## src/design/ccss_pkg.sv

```systemverilog
`timescale 1ns / 1ps
`default_nettype none
package ccss_pkg;

	// One result word, as it leaves the block
	typedef struct packed {
		logic       text_end;
		logic       last_of_run;
		logic       has_byte;
		logic [7:0] out_byte;
	} res_t;

	// Results of one input byte, handed from the scanner to the output queue
	typedef struct packed {
		logic [1:0] n;
		res_t       r0;
		res_t       r1;
	} push_t;

endpackage
`default_nettype wire

```

## src/design/c_comment_strip_space_squash.sv

```systemverilog
`timescale 1ns / 1ps
`default_nettype none
// C comment stripper with space squashing.
// Slave channel s_*: one source byte per word, s_tlast marks the last byte of
// a text; a zero byte also ends the text.
// Master channel m_*: one output word per kept character. m_tuser[0] is
// has_byte (0 for a bare end marker), m_tuser[1] marks the last word caused
// by one input byte, m_tlast marks the final word of the text.
// A byte is registered on acceptance and its words are written to a
// four-entry output queue once the queue has room, and the queue offers
// them from its registers. Throughput is one input byte per cycle while the
// queue has room; a byte other than a zero byte that releases a held slash
// yields two words, and the single-word output side then sets the pace.
// An input byte moves on only when the queue has room for two words, so a
// stalled receiver backs up into s_tready after at most four queued words.
// Reset clears the scanner to normal text and empties the queue.
module c_comment_strip_space_squash (
	input  wire logic       clk,
	input  wire logic       arst_n,
	input  wire logic       s_tvalid,
	output logic            s_tready,
	input  wire logic [7:0] s_tdata,   // in_byte
	input  wire logic       s_tlast,   // end_of_text
	output logic            m_tvalid,
	input  wire logic       m_tready,
	output logic [7:0]      m_tdata,   // out_byte
	output logic [1:0]      m_tuser,   // has_byte, last_of_run
	output logic            m_tlast    // text_end
);
	import ccss_pkg::*;

	logic       valid_s1;
	logic [7:0] byte_s1;
	logic       eot_s1;
	logic       room;
	logic       adv;
	push_t      push;
	push_t      push_gated;

	assign adv      = valid_s1 && room;
	assign s_tready = !valid_s1 || adv;

	// Input register
	always_ff @(posedge clk or negedge arst_n) begin
		if (!arst_n) begin
			valid_s1 <= 1'b0;
		end else if (s_tready) begin
			valid_s1 <= s_tvalid;
		end
	end

	always_ff @(posedge clk) begin
		if (s_tready && s_tvalid) begin
			byte_s1 <= s_tdata;
			eot_s1  <= s_tlast;
		end
	end

	ccss_step u_step (
		.clk    (clk),
		.arst_n (arst_n),
		.adv    (adv),
		.ch     (byte_s1),
		.eot    (eot_s1),
		.push   (push)
	);

	// Push only for a byte that moves on
	always_comb begin
		push_gated = push;
		if (!adv) push_gated.n = 2'd0;
	end

	ccss_outq u_outq (
		.clk      (clk),
		.arst_n   (arst_n),
		.push     (push_gated),
		.room     (room),
		.m_tvalid (m_tvalid),
		.m_tready (m_tready),
		.m_tdata  (m_tdata),
		.m_tuser  (m_tuser),
		.m_tlast  (m_tlast)
	);

endmodule
`default_nettype wire

```

## src/design/ccss_step.sv

```systemverilog
`timescale 1ns / 1ps
`default_nettype none
module ccss_step (
	input  wire logic         clk,
	input  wire logic         arst_n,
	input  wire logic         adv,
	input  wire logic [7:0]   ch,
	input  wire logic         eot,
	output ccss_pkg::push_t   push
);
	import ccss_pkg::*;

	localparam logic [2:0] M_NORMAL = 3'd0;
	localparam logic [2:0] M_SLASH  = 3'd1;
	localparam logic [2:0] M_LINE   = 3'd2;
	localparam logic [2:0] M_BLOCK  = 3'd3;
	localparam logic [2:0] M_BSTAR  = 3'd4;
	localparam logic [2:0] M_DQ     = 3'd5;
	localparam logic [2:0] M_SQ     = 3'd6;

	localparam logic [7:0] C_NUL   = 8'h00;
	localparam logic [7:0] C_SLASH = 8'h2F;
	localparam logic [7:0] C_STAR  = 8'h2A;
	localparam logic [7:0] C_BSL   = 8'h5C;
	localparam logic [7:0] C_DQ    = 8'h22;
	localparam logic [7:0] C_SQ    = 8'h27;
	localparam logic [7:0] C_TAB   = 8'h09;
	localparam logic [7:0] C_NL    = 8'h0A;
	localparam logic [7:0] C_SP    = 8'h20;

	typedef struct packed {
		logic       emit;
		logic [7:0] ch;
		logic [2:0] mode;
		logic       clr_par;
	} plain_t;

	logic [2:0] mode_q;
	logic       par_q;
	logic       ls_q;

	logic [2:0] mode_d;
	logic       par_d;
	logic       ls_d;
	logic       finish;
	logic       ea, eb, ec;
	logic [7:0] bb;
	plain_t     pt;
	res_t       ra, rb, rc;

	// Handle one byte of ordinary text
	function automatic plain_t plain(input logic [7:0] c, input logic ls);
		plain_t p;
		p.emit    = 1'b0;
		p.ch      = c;
		p.mode    = M_NORMAL;
		p.clr_par = 1'b0;
		if (c == C_SLASH) begin
			p.mode = M_SLASH;
		end else if (c == C_DQ) begin
			p.emit    = 1'b1;
			p.mode    = M_DQ;
			p.clr_par = 1'b1;
		end else if (c == C_SQ) begin
			p.emit    = 1'b1;
			p.mode    = M_SQ;
			p.clr_par = 1'b1;
		end else if (c == C_SP || c == C_TAB) begin
			p.emit = !ls;
			p.ch   = C_SP;
		end else begin
			p.emit = 1'b1;
		end
		return p;
	endfunction

	// Scan the byte: next state and up to three candidate emissions
	always_comb begin
		finish = eot || (ch == C_NUL);
		mode_d = mode_q;
		par_d  = par_q;
		ls_d   = ls_q;
		ea     = 1'b0;
		eb     = 1'b0;
		ec     = 1'b0;
		bb     = ch;
		pt     = plain(ch, ls_q);
		if (ch != C_NUL) begin
			case (mode_q)
				M_SLASH: begin
					if (ch == C_SLASH) begin
						mode_d = M_LINE;
					end else if (ch == C_STAR) begin
						mode_d = M_BLOCK;
					end else begin
						ea     = 1'b1;
						pt     = plain(ch, 1'b0);
						eb     = pt.emit;
						bb     = pt.ch;
						mode_d = pt.mode;
						if (pt.clr_par) par_d = 1'b0;
						ls_d   = pt.emit ? (pt.ch == C_SP) : 1'b0;
					end
				end
				M_LINE: begin
					if (ch == C_NL) mode_d = M_NORMAL;
				end
				M_BLOCK: begin
					if (ch == C_STAR) mode_d = M_BSTAR;
				end
				M_BSTAR: begin
					if (ch == C_SLASH) mode_d = M_NORMAL;
					else if (ch != C_STAR) mode_d = M_BLOCK;
				end
				M_DQ, M_SQ: begin
					eb   = 1'b1;
					ls_d = (ch == C_SP);
					if (ch == C_BSL) begin
						par_d = !par_q;
					end else begin
						if (ch == ((mode_q == M_DQ) ? C_DQ : C_SQ) && !par_q)
							mode_d = M_NORMAL;
						par_d = 1'b0;
					end
				end
				default: begin
					eb     = pt.emit;
					bb     = pt.ch;
					mode_d = pt.mode;
					if (pt.clr_par) par_d = 1'b0;
					if (pt.emit) ls_d = (pt.ch == C_SP);
				end
			endcase
		end
		// Flush a held slash at end of text, then drop back to reset state
		if (finish) begin
			ec     = (mode_d == M_SLASH);
			mode_d = M_NORMAL;
			par_d  = 1'b0;
			ls_d   = 1'b0;
		end
	end

	// Pack the emissions in order, mark the last one
	always_comb begin
		ra = '{text_end: 1'b0, last_of_run: 1'b0, has_byte: 1'b1, out_byte: C_SLASH};
		rb = '{text_end: 1'b0, last_of_run: 1'b0, has_byte: 1'b1, out_byte: bb};
		rc = ra;
		push.n  = 2'({1'b0, ea} + {1'b0, eb} + {1'b0, ec});
		push.r1 = '0;
		if (ea) begin
			push.r0 = ra;
			push.r1 = eb ? rb : rc;
		end else if (eb) begin
			push.r0 = rb;
			push.r1 = rc;
		end else begin
			push.r0 = rc;
		end
		if (finish && push.n == 2'd0) begin
			push.r0 = '0;
			push.n  = 2'd1;
		end
		if (push.n == 2'd1) begin
			push.r0.last_of_run = 1'b1;
			push.r0.text_end    = finish;
		end else if (push.n == 2'd2) begin
			push.r1.last_of_run = 1'b1;
			push.r1.text_end    = finish;
		end
	end

	// Advance scanner state when the byte is taken
	always_ff @(posedge clk or negedge arst_n) begin
		if (!arst_n) begin
			mode_q <= M_NORMAL;
			par_q  <= 1'b0;
			ls_q   <= 1'b0;
		end else if (adv) begin
			mode_q <= mode_d;
			par_q  <= par_d;
			ls_q   <= ls_d;
		end
	end

endmodule
`default_nettype wire

```

## src/design/ccss_outq.sv

```systemverilog
`timescale 1ns / 1ps
`default_nettype none
module ccss_outq (
	input  wire logic         clk,
	input  wire logic         arst_n,
	input  wire ccss_pkg::push_t push,
	output logic              room,
	output logic              m_tvalid,
	input  wire logic         m_tready,
	output logic [7:0]        m_tdata,  // out_byte
	output logic [1:0]        m_tuser,  // has_byte, last_of_run
	output logic              m_tlast   // text_end
);
	import ccss_pkg::*;

	res_t       mem_q [4];
	logic [1:0] wp_q;
	logic [1:0] rp_q;
	logic [2:0] cnt_q;
	logic       pop;
	res_t       head;

	assign pop      = m_tvalid && m_tready;
	assign m_tvalid = (cnt_q != 3'd0);
	assign head     = mem_q[rp_q];
	assign m_tdata  = head.out_byte;
	assign m_tuser  = {head.last_of_run, head.has_byte};
	assign m_tlast  = head.text_end;
	// Room for two more words after this cycle's pop
	assign room     = (cnt_q <= 3'd2) || (cnt_q == 3'd3 && pop);

	// Store pushed words
	always_ff @(posedge clk) begin
		if (push.n != 2'd0) mem_q[wp_q] <= push.r0;
		if (push.n == 2'd2) mem_q[wp_q + 2'd1] <= push.r1;
	end

	// Move pointers and fill count
	always_ff @(posedge clk or negedge arst_n) begin
		if (!arst_n) begin
			wp_q  <= 2'd0;
			rp_q  <= 2'd0;
			cnt_q <= 3'd0;
		end else begin
			wp_q  <= wp_q + push.n;
			rp_q  <= rp_q + {1'b0, pop};
			cnt_q <= cnt_q + {1'b0, push.n} - {2'b0, pop};
		end
	end

	a_no_overflow: assert property (@(posedge clk) disable iff (!arst_n)
		push.n != 2'd0 |-> (cnt_q + {1'b0, push.n} - {2'b0, pop}) <= 3'd4)
		else $error("output queue overflow");

	a_cnt_bound: assert property (@(posedge clk) disable iff (!arst_n)
		cnt_q <= 3'd4)
		else $error("output queue count out of range");

	a_two_push: assert property (@(posedge clk) disable iff (!arst_n)
		push.n == 2'd2 && !pop |=> cnt_q == $past(cnt_q) + 3'd2)
		else $error("double push not counted");

endmodule
`default_nettype wire
```

## config.mk

```make
export PLATFORM = sky130hd
export DESIGN_NAME = c_comment_strip_space_squash
export DESIGN_NICKNAME = d
export VERILOG_FILES = /design/src/design/ccss_pkg.sv /design/src/design/c_comment_strip_space_squash.sv /design/src/design/ccss_step.sv /design/src/design/ccss_outq.sv
export SDC_FILE = /design/constraint.sdc
export NUM_CORES = 1
export LEC_CHECK = 0
export ABC_AREA = 1
export BUFFER_PORTS_ARGS = -buffer_cell sky130_fd_sc_hd__buf_4
export CAP_MARGIN = 20
export CORE_UTILIZATION = 60
export DETAILED_ROUTE_END_ITERATION = 16
export PLACE_DENSITY = 0.79
export SYNTH_ARGS = -nofsm -noshare
export SYNTH_HDL_FRONTEND = slang
export SYNTH_SLANG_ARGS = --single-unit
export TNS_END_PERCENT = 50
```

## constraint.sdc

```tcl
create_clock -name clk -period 11.1 [get_ports clk]
set_clock_uncertainty 0.15 [all_clocks]
set_input_delay 2.22 -clock clk [delete_from_list [all_inputs] [get_ports clk]]
set_output_delay 2.22 -clock clk [all_outputs]
set_load 0.01 [all_outputs]
```

Word-level counts from Yosys, hierarchy flattened
Memory sizes are Yosys's and may differ from the RTL's.
Cells that the tools add are included.

storage, ports and cells
  register bits = 22
  bits in writable memories = 44
  memories = 1

operators by class
  add/sub/neg operators = 7
  $lt $le $gt $ge = 1
  reduce and logical (&&, ||, !) cells = 26
  multiplexer cells = 71
  equal/unequal tests = 27

memories
  name          words  bits a word  read ports  clocked after Yosys merged registers in  wr ports  line             text
  u_outq.mem_q  4      11           1           0                                        2         ccss_outq.sv:16  res_t mem_q [4];

operator list
  kind                                                                      count
  8-bit by 6-bit equality test with 1-bit output (second input constant)    7
  8-bit 2-to-1 mux                                                          7
  9-bit 2-to-1 mux                                                          6
  3-bit 2-to-1 mux                                                          12
  1-bit 2-to-1 mux                                                          33
  22-bit 2-to-1 mux                                                         1
  8-bit by 4-bit equality test with 1-bit output (second input constant)    2
  8-bit case mux with 2 select lines                                        1
  3-bit case mux with 5 select lines                                        1
  13-bit 2-to-1 mux                                                         1
  3-bit by 2-bit equality test with 1-bit output (second input constant)    3
  3-bit equality test (second input constant)                               3
  1-bit case mux with 3 select lines                                        3
  8-bit by 7-bit equality test with 1-bit output (second input constant)    1
  8-bit equality test                                                       1
  8-bit zero test                                                           1
  2-bit 2-to-1 mux                                                          4
  4-bit 2-to-1 mux                                                          2
  8-bit by 6-bit inequality test with 1-bit output (second input constant)  1
  4-bit nonzero test                                                        2
  8-bit nonzero test                                                        1
  7-bit AND reduction                                                       1
  3-bit by 1-bit equality test with 1-bit output (second input constant)    2
  1-bit logical AND                                                         6
  other kinds (21)                                                          30

Longest topological paths before layout
Gate-level depths: netlist of run 1.

  depth in word-level cells = 22
  mapped depth = 21
  gate-level depth less buffers = 20

By module
A second synthesis of run 1 with hierarchy kept.

second synthesis, totals
  cell total of the unflattened synthesis = 592
  area total of the unflattened synthesis = 4429.2 um^2

by module, submodules not included
  module                        cells each  area each (um^2)  instances
  ccss_outq                     368         2975.4            1
  ccss_step                     203         1113.6            1
  c_comment_strip_space_squash  21          340.3             1

Worst setup path before layout of run 1
Ideal clock, no wire load.

  kind = input port to output port
  start = in m_tready
  end = out s_tready
  path slack = 6.202 ns
  buffers on the path = 0
  data arrival time = 2.528 ns
  stages = 4
  cell sequence = inv_1 nand3_1 nand2_1 nand2_1

between the ends
  cells in the longest elaborated chain, start to end = 5

ends and longest elaborated chain
  what               line                                text
  start, declared    c_comment_strip_space_squash.sv:25  input wire logic m_tready,
  1-bit logical AND  ccss_outq.sv:23                     assign pop = m_tvalid && m_tready;
  1-bit logical AND  ccss_outq.sv:30                     assign room = (cnt_q <= 3'd2) || (cnt_q == 3'd3 && pop);
  1-bit logical OR   ccss_outq.sv:30
  1-bit logical AND  c_comment_strip_space_squash.sv:40  assign adv = valid_s1 && room;
  1-bit logical OR   c_comment_strip_space_squash.sv:41  assign s_tready = !valid_s1 || adv;
  end, declared      c_comment_strip_space_squash.sv:21  output logic s_tready,

Every way passes these cells.

Worst setup path after layout of run 1
Same ends and word-level chain as after synthesis.

==> results of run 1 <==
## metal layers
layer,vias to the layer above,part of all wire
met5,-,0
met4,0,0.021
met3,20,0.047
met2,112,0.49
met1,1568,0.44
li1,1631,-
## flip-flops by register name, summed over array words and instances, names as in the netlist
| name | flops |
|---|---|
| byte_s1 | 8 |
| u_outq.mem_q | 44 |
| u_step.ls_q | 1 |
| eot_s1 | 1 |
| u_step.mode_q | 3 |
| u_outq.wp_q | 2 |
| u_outq.rp_q | 2 |
| valid_s1 | 1 |
| u_step.par_q | 1 |
| u_outq.cnt_q | 3 |
## path summary, 6_finish.rpt
path                               from            endpoint  slack (ns)  depth (start not counted)
setup / recovery               m_tready            s_tready        5.92                          6
hold / removal             u_step.par_q        u_step.par_q        0.35                          2
setup reg to reg             byte_s1[7]  u_outq.mem_q[1][5]        6.66                         18
hold reg to reg            u_step.par_q        u_step.par_q        0.35                          2
max in group asynchronous        arst_n    u_step.mode_q[0]        9.08                          1
min in group asynchronous        arst_n      u_outq.rp_q[1]        1.55                          1
## tightest hold or removal path, delay by kind of cell (launching register included)
| kind | cells | cell delay (ns) |
|---|---|---|
| flip-flops | 1 | 0.35 |
| AO/OA/AOI/OAI | 1 | 0.06 |
| AND/OR/NAND/NOR | 1 | 0.05 |
## cell families (layout without fill, tap and decap cells)
family,count (synthesis),count (layout)
simple gates,249,249
flops,66,66
buf+inv,64,94
xor+xnor,5,5
compound gates,79,79
fa+ha+maj,7,7
## per-stage QoR
stage	setup WS, ns	cells	hold WS [ns]	area, um^2
2_1_floorplan	6.202	470	0.3034	3930
3_3_place_gp	5.959	561	0.3316	4174
3_5_place_dp	5.917	561	0.3347	4174
4_1_cts	5.912	577	0.3523	4400
5_1_grt	5.837	577	0.3831	4400
6_report	5.918	577	0.3527	4400
## synth_stat cells
| cell type | number |
|---|---|
| inv_1 | 38 |
| a21oi_1 | 9 |
| edfxtp_1 | 53 |
| o21ai_2 | 1 |
| o21ai_0 | 35 |
| nor4_1 | 1 |
| nand3_4 | 2 |
| o22ai_1 | 13 |
| ha_1 | 5 |
| nand2_1 | 125 |
| clkbuf_1 | 8 |
| nor2_2 | 3 |
| o21ai_1 | 13 |
| nand2_2 | 4 |
| xor2_1 | 3 |
| nand2_4 | 2 |
| nor2_4 | 4 |
| nand3_2 | 8 |
| dfrtp_1 | 13 |
| nand4_1 | 9 |
| nand3_1 | 41 |
| xnor2_1 | 2 |
| a21oi_2 | 5 |
| fa_1 | 2 |
| o21a_4 | 1 |
| nor3_1 | 1 |
| a31oi_1 | 2 |
| inv_2 | 11 |
| nor2_1 | 48 |
| nor3_4 | 1 |
| inv_6 | 1 |
| buf_2 | 5 |
| buf_4 | 1 |
## cell usage in the layout, fill, tap and decap left out, drive strengths merged, types with 3 or more instances in the layout
cell type	Yosys	layout
a21oi	14	14
buf	6	28
clkbuf	8	10
dfrtp	13	13
edfxtp	53	53
ha	5	5
inv	50	51
nand2	131	131
nand3	51	51
nand4	9	9
nor2	55	55
o21ai	49	49
o22ai	13	13
xor2	3	3
## cell type report
class,count,area [um^2]
tap,77,96.34
inverter,50,192.7
multi-input combinational,340,1758
sequential,66,1917
clock buffer,10,137.6
clock inverter,6,88.84
fill,499,1949
timing repair buffer,28,210.2
==> metrics.txt, run 1 <==
Routed WL between 8 and 9 mm; Synth Instances 470; fmax slightly below 0.2 GHz; # Max-Cap Violations 0; CP Max Fanout 3; max-slew violations 0; Synth area leader edfxtp_1; Worst Tran Pin Value approximately 0.97 ns; fraction of layout instances using a drive strength above 1 0.1740; global-route wire length before repair 14.67 mm; Buf+Inv Stages, Crit Path 3; sequential fraction of the synthesis area 0.4877; Synth Area in XOR/XNOR 0.01114; Die Y roughly 83 um; Final Cycle Share 0.4669; initial antenna violation count 0; Diodes inserted 0; Synth Register Bits between 60 and 70; top cell type's share of synthesized area 0.4050; crit path capture type primary output; proportion of synthesized area in mux cells 0; CTS root buf clkbuf_8; via count of the routed design about 3300; Post-Syn Area just under 0.004 mm^2; GRT Max-Usage Layer met2; status finished, final reports clean; Synthesis Warnings 0; syn_nets between 400 and 500; initial drt markers 304; CTS tree done; vias in the first global route 3080; Final GP Congestion just over 0.9; final setup violating endpoints 0; Simple-Gate Fraction of Synth Area 0.2964; Hold Vio Cnt, Final 0; CP startpoint kind input pin; grt total ovfl 0; largest family of logic cells by synthesized area simple AND/OR/NAND/NOR gates; post-DP HPWL around 6.1 mm; area share of fa/ha/maj cells after synthesis 0.02611; post-cts gate resize count 0; Final ANT Viol Nets 0; Worst path top cell family by delay buffers and inverters; clock sink total 66; H-tree lvl count 3; CP cell instances buf_4 -> inv_1 -> nand3_1 -> nand2_1 -> nand2_1 -> buf_4; synthesis-to-layout area growth 11.97%; Row Count 29; Layout Nets between 500 and 600; drc violations 0; setup TNS 0 ns; met2 Resource Use GR 0.4486; Critical Path AT between 2 and 3 ns; synth top area cells edfxtp_1, nand2_1, dfrtp_1; initial cell density of the core 0.6189; # port buffers 25; Ports 26; relative slew slack 0.3564; post-synth cell types 33; clk_lat worst skew 0.35 ns; clock transition at the registers of the reported paths roughly 0.07 ns; area fraction in compound gates after synthesis 0.1137; die area between 0.006 and 0.007 mm^2; met1 Track Usage GR 0.3557; pin count of the biggest net entering global routing 25; CP max stage delay 0.15 ns; cts bufs inserted 9; GRT Total Usage 0.2706; critical path class in2out; Die Width 82.93 um; post-DR vias/cell roughly 5.8; Util after Layout 0.6930; RSZ-0062 raised after global routing no; Final min period about 5.2 ns; Synth Area per Inst ~8.4 um^2; core area about 0.0063 mm^2; min-delay worst type reg2reg; Setup Buffers After CTS 0; met3 usage 0.05169; Max clock buf depth 2; Pre-Repair DR Iteration Count 5; wire per inst 15.21 um; Req. time, crit path 8.73 ns; CTS Hold Bufs 0; critical path's slowest cell buf_4
Power of run 1 is left out: the tool's default activity adds up to more than one toggle a clock period on the data nets, which glitch-free logic cannot reach.
==> run 2, diff against run 1 <==
Settings changed: CORE_UTILIZATION 60 to 55, PLACE_DENSITY 0.79 to 0.76.
Clock period 11.1 ns to 4.6 ns, I/O delays scaled along.
==> run 2 against run 1 <==
Global-route usage fell by 0.80 points. Register-to-register slack got worse by 6.2 ns. Final cell count grew 4.0%. Wire length is 1.2% higher. Critical path type is now reg2reg. Cell area grew 1.6%. First-iteration DRC count decreased by 1.6%. Critical endpoint is now u_outq.cnt_q[2]. Count of clock-buffer cells in the layout unchanged. Die area increased by 8.9%.
==> metrics.txt, run 2 (synthesized netlist as in run 1, its figures left out) <==
status finished, final reports clean; drc violations 0 (unchanged); pin count of the biggest net entering global routing 24 (-4.0%); vias in the first global route 3226 (+4.7%); Pre-Repair DR Iteration Count 6 (+1); Critical Path AT 4.23 ns (+1.42 ns); wire per inst 14.80 um (-2.7%); post-DR vias/cell 5.560 (-3.7%); via count of the routed design 3336 (+0.15%); Layout fillers 573 (+15%); grt total ovfl 0 (unchanged); Diodes inserted 0 (unchanged); met2 Resource Use GR 0.4365 (-0.01208); Row Count 30 (+3.4%); CP Max Fanout 23 (+20); met3 usage 0.06000 (+0.008310); Final ANT Viol Nets 0 (unchanged); met1 Track Usage GR 0.3289 (-0.02683); fraction of layout instances using a drive strength above 1 0.1786 (+0.004571); Die Y 86.53 um (+4.3%); clock transition at the registers of the reported paths 0.08 ns (about the same); clock sink total 66 (unchanged); final setup violating endpoints 0 (unchanged); Final min period between 4 and 5 ns; Largest register FFs 44 (unchanged); initial antenna violation count 0 (unchanged); # port buffers 25 (unchanged); CTS tree done; biggest regs u_outq.mem_q (44), byte_s1 (8); most frequent cells in the layout nand2_1, edfxtp_1, nor2_1, nand3_1, inv_1; global-route wire length before repair 14.86 mm (+1.3%); H-tree lvl count 3 (unchanged); GRT Total Usage 0.2625 (-0.008039); Routed WL 8.882 mm (+1.2%); setup TNS 0 ns (unchanged); leading cell type in the layout, fill and taps excluded nand2_1; Ports 26 (unchanged); initial drt markers 299 (-1.6%); Final GP Congestion 0.8835 (-2.6%); register with the most flip-flops u_outq.mem_q; synthesis-to-layout area growth 13.75%; Final Cycle Share 0.8918; CTS root buf clkbuf_8; fmax about 0.24 GHz; CP startpoint kind flop; Die Width 86.53 um (+4.3%); Req. time, crit path 4.73 ns (-4.00 ns); core area 0.006832 mm^2 (+7.6%); post-cts gate resize count 0 (unchanged); Hold Vio Cnt, Final 0 (unchanged); RSZ-0062 raised after global routing no; initial cell density of the core 0.5753 (-0.04364); min-delay worst type in2async; clk_lat worst skew 0.35 ns (about the same); max-slew violations 0 (unchanged); post-DP HPWL 6.589 mm (+7.2%); relative slew slack 0.3864 (+0.02996); Worst Tran Pin Value 0.9205 ns (-0.04494 ns); CTS Hold Bufs 0 (unchanged); Layout Nets 519 (+0.78%); crit path capture type flop; GRT Max-Usage Layer met2; # Max-Cap Violations 0 (unchanged); cts bufs inserted 9 (unchanged); critical path class reg2reg; Max clock buf depth 2 (unchanged); Setup Buffers After CTS 0 (unchanged); die area 0.007487 mm^2 (+8.9%)
-- run 2: cell types whose count changed in the layout (fill, tap and decap cells not counted), sizes merged --
| cell | before | now |
|---|---|---|
| clkinv | 1 | 2 |
| bufinv | 2 | 3 |
| buf | 28 | 32 |
| inv | 51 | 50 |
| clkinvlp | 2 | 1 |
-- run 2: area by class of cell --
cell class / instances / area, um^2 / area share
clock buffer: 10 / 127.6 / 0.02855
multi-input combinational: 340 / 1758 / 0.3932
sequential: 66 / 1917 / 0.4288
inverter: 50 / 192.7 / 0.04310
clock inverter: 6 / 115.1 / 0.02575
timing repair buffer: 32 / 240.2 / 0.05374
tap: 96 / 120.1 / 0.02687
-- run 2: through the flow --
step | instance area, um^2 | setup slack [ns] | hold slack [ns] | utilization | std cells
after global placement | 4228 | 0.7135 | 0.3241 | 0.6189 | 584
after floorplan | 3930 | 1.026 | 0.3034 | - | 470
after detailed placement | 4228 | 0.5790 | 0.3354 | 0.6189 | 584
after CTS | 4471 | 0.5440 | 0.2431 | 0.6544 | 600
after global routing | 4471 | 0.1025 | 0.2474 | 0.6544 | 600
final | 4471 | 0.4979 | 0.2490 | 0.6544 | 600
-- run 2: path summary, 6_finish.rpt --
| path | from | endpoint | slack (ns) | cells after the start |
|---|---|---|---|---|
| worst max-delay path | byte_s1[4] | u_outq.cnt_q[2] | 0.50 | 19 |
| worst min-delay path | arst_n | u_step.ls_q | 0.25 | 1 |
| worst max register to register | byte_s1[4] | u_outq.cnt_q[2] | 0.50 | 19 |
| worst min register to register | u_step.par_q | u_step.par_q | 0.35 | 2 |
| max in group asynchronous | arst_n | u_step.par_q | 3.88 | 1 |
| min in group clk | u_step.par_q | u_step.par_q | 0.35 | 2 |
-- run 2: worst max-delay path, stage by stage, from the launching register on --
cell,delay [ns]
edfxtp_1,0.44
inv_1,0.14
nand2_2,0.10
nor2_4,0.18
nand2_1,0.18
nand2_1,0.10
nand2_1,0.07
nand2_1,0.06
nand3_1,0.07
a21oi_1,0.21
nand4_1,0.15
fa_1,0.49
inv_1,0.17
nor3_4,0.08
inv_2,0.28
a21oi_1,0.17
ha_1,0.25
fa_1,0.39
xnor2_1,0.20
xor2_1,0.16
-- run 2: routing by layer --
| metal | vias up | part of all wire |
|---|---|---|
| met5 | - | 0 |
| met4 | 0 | 0.029 |
| met3 | 26 | 0.069 |
| met2 | 148 | 0.48 |
| met1 | 1519 | 0.42 |
| li1 | 1643 | - |
Power of run 2 is left out for the same reason.
==> run 3, diff against run 2 <==
--- a/config.mk
+++ b/config.mk
@@ -10,2 +10,3 @@
 export CAP_MARGIN = 20
+export CORE_ASPECT_RATIO = 1.1
 export CORE_UTILIZATION = 55
@@ -16,2 +17 @@
 export SYNTH_SLANG_ARGS = --single-unit
-export TNS_END_PERCENT = 50
==> constraint.sdc (replaced) <==
create_clock -name clk -period 4.6 [get_ports clk]
set_clock_uncertainty 0.15 [all_clocks]
set_input_delay 0.46 -clock clk [delete_from_list [all_inputs] [get_ports clk]]
set_output_delay 0.46 -clock clk [all_outputs]
set_load 0.01 [all_outputs]
==> run 3 against run 2 <==
Critical endpoint unchanged. Register-to-register slack better by 0.06 ns. Flip-flop and latch count stayed put. Fmax rose by 1.4%. Cell area is 0.76% lower. Worst setup slack better by 0.057 ns. Wire length is 2.8% higher. Worst hold slack got worse by 0.12 ns. Final cell count fell by 2.3%.
==> metrics.txt, run 3 (synthesized netlist as in run 1, its figures left out) <==
initial drt markers 282 (-5.7%); post-DR vias/cell 5.749 (+3.4%); Layout Nets 519 (unchanged); CP startpoint kind flop; origin of the worst setup path byte_s1[4]; synthesis-to-layout area growth 12.89%; vias in the first global route 3210 (-0.50%); Largest register FFs 44 (unchanged); register with the most flip-flops u_outq.mem_q; Final min period 4.045 ns (-0.05694 ns); status finished, final reports clean; Routed WL 9.127 mm (+2.8%); Critical Path AT 4.18 ns (-0.05 ns); Row Count 31 (+3.3%); R2R setup slack 0.55 ns (+0.06 ns); most frequent cells in the layout nand2_1, edfxtp_1, nor2_1, nand3_1, inv_1; RSZ-0062 raised after global routing no; pin count of the biggest net entering global routing 25 (+4.2%); min-delay worst type in2reg; RR Startpoint byte_s1[4]; max-slew violations 0 (unchanged); fmax 0.2472 GHz (+1.4%); CTS root buf clkbuf_8; Req. time, crit path 4.73 ns (about the same); final setup violating endpoints 0 (unchanged); grt total ovfl 0 (unchanged); clk_lat worst skew 0.35 ns (about the same); worst reg2reg endpoint u_outq.cnt_q[2]; Final ANT Viol Nets 0 (unchanged); crit path capture type flop; Util after Layout 0.6574 (+0.003001); relative slew slack 0.3729 (-0.01348); die area 0.007488 mm^2 (about the same); CP endpoint u_outq.cnt_q[2]; Final GP Congestion 0.8718 (-1.3%); initial cell density of the core 0.5823 (+0.007039); cts bufs inserted 9 (unchanged); dpl ws 0.6135 ns (+0.03452 ns); critical path class reg2reg; core area 0.006749 mm^2 (-1.2%); setup TNS 0 ns (unchanged); global-route wire length before repair 15.07 mm (+1.4%); PnR worst setup slack 0.5549 ns (+0.05694 ns); r2r worst-path depth 19 (unchanged); Cell Count, Final, Fillers Out 586 (-2.3%); wire per inst 15.58 um (+5.2%); H-tree lvl count 3 (unchanged); Die Y 90.66 um (+4.8%); placed cells 569 (-2.6%); biggest regs u_outq.mem_q (44), byte_s1 (8); # port buffers 25 (unchanged); via count of the routed design 3369 (+0.99%); clock sink total 66 (unchanged); CP Max Fanout 23 (unchanged); Die Width 82.60 um (-4.5%); Ports 26 (unchanged); clock transition at the registers of the reported paths 0.08 ns (about the same); Diodes inserted 0 (unchanged); leading cell type in the layout, fill and taps excluded nand2_1; GRT Total Usage 0.2720 (+0.009484); Final Cycle Share 0.8794 (-0.01238); initial antenna violation count 0 (unchanged); Hold Vio Cnt, Final 0 (unchanged); fraction of layout instances using a drive strength above 1 0.1786 (unchanged); post-DP HPWL 6.522 mm (-1.0%); Worst Tran Pin Value 0.9407 ns (+0.02022 ns); drc violations 0 (unchanged); CTS tree done; Pre-Repair DR Iteration Count 5 (-1); Max clock buf depth 2 (unchanged); # Max-Cap Violations 0 (unchanged)
## run 3: cell count changes in the layout (fill, tap and decap cells not counted)
cell / delta
clkinv_2: +1
bufinv_16: -1
clkbuf_1: -1
inv_6: +2
buf_4: -1
clkinvlp_4: -1
dlygate4sd3_1: +1
## run 3: layer usage
| layer | global-route usage | part of all wire |
|---|---|---|
| met5 | 0 | 0 |
| met4 | 0.1466 | 0.034 |
| met3 | 0.05455 | 0.050 |
| met2 | 0.4353 | 0.50 |
| met1 | 0.3398 | 0.41 |
## run 3: repair_timing
action / 4_1_cts / 5_1_grt
hold buffers: 1 / 0
hold endpoints to repair: 13 / 0
setup buffers: 0 / 0
resized for setup: 0 / 0
## run 3: how the worst min path moves through the flow
| stage | startpoint | end | slack (ns) | cells past startpoint |
|---|---|---|---|---|
| 2_1_floorplan | arst_n | u_outq.cnt_q[0] | 0.01 | 0 |
| 3_3_place_gp | arst_n | u_outq.rp_q[1] | 0.17 | 1 |
| 6_report | s_tlast | eot_s1 | 0.13 | 1 |
| 4_1_cts | s_tlast | eot_s1 | 0.12 | 1 |
| 3_5_place_dp | arst_n | u_outq.rp_q[1] | 0.17 | 1 |
| 5_1_grt | s_tlast | eot_s1 | 0.12 | 1 |
## run 3: cell type report
type,instances,area [um^2]
Clock buffer,9,123.9
Clock inverter,7,100.1
Fill cell,538,2312
Inverter,50,192.7
Multi-Input combinational cell,340,1758
Sequential cell,66,1917
Tap cell,82,102.6
Timing Repair Buffer,32,242.7
## run 3: through the flow
step / area, um^2 / hold slack [ns]
final: 4437 / 0.1293
after floorplan: 3930 / 0.01441
after detailed placement: 4203 / 0.1674
after global placement: 4203 / 0.1673
after global routing: 4437 / 0.1221
after CTS: 4437 / 0.1191
## run 3: critical path, stage by stage (launching register included)
cell and delay, ns:
edfxtp_1 0.44, inv_1 0.13, nand2_2 0.10, nor2_4 0.19
nand2_1 0.18, nand2_1 0.10, nand2_1 0.06, nand2_1 0.06
nand3_1 0.07, a21oi_1 0.20, nand4_1 0.15, fa_1 0.49
inv_1 0.17, nor3_4 0.08, inv_2 0.29, a21oi_1 0.16
ha_1 0.25, fa_1 0.39, xnor2_1 0.19, xor2_1 0.15
Power of run 3 is left out for the same reason.
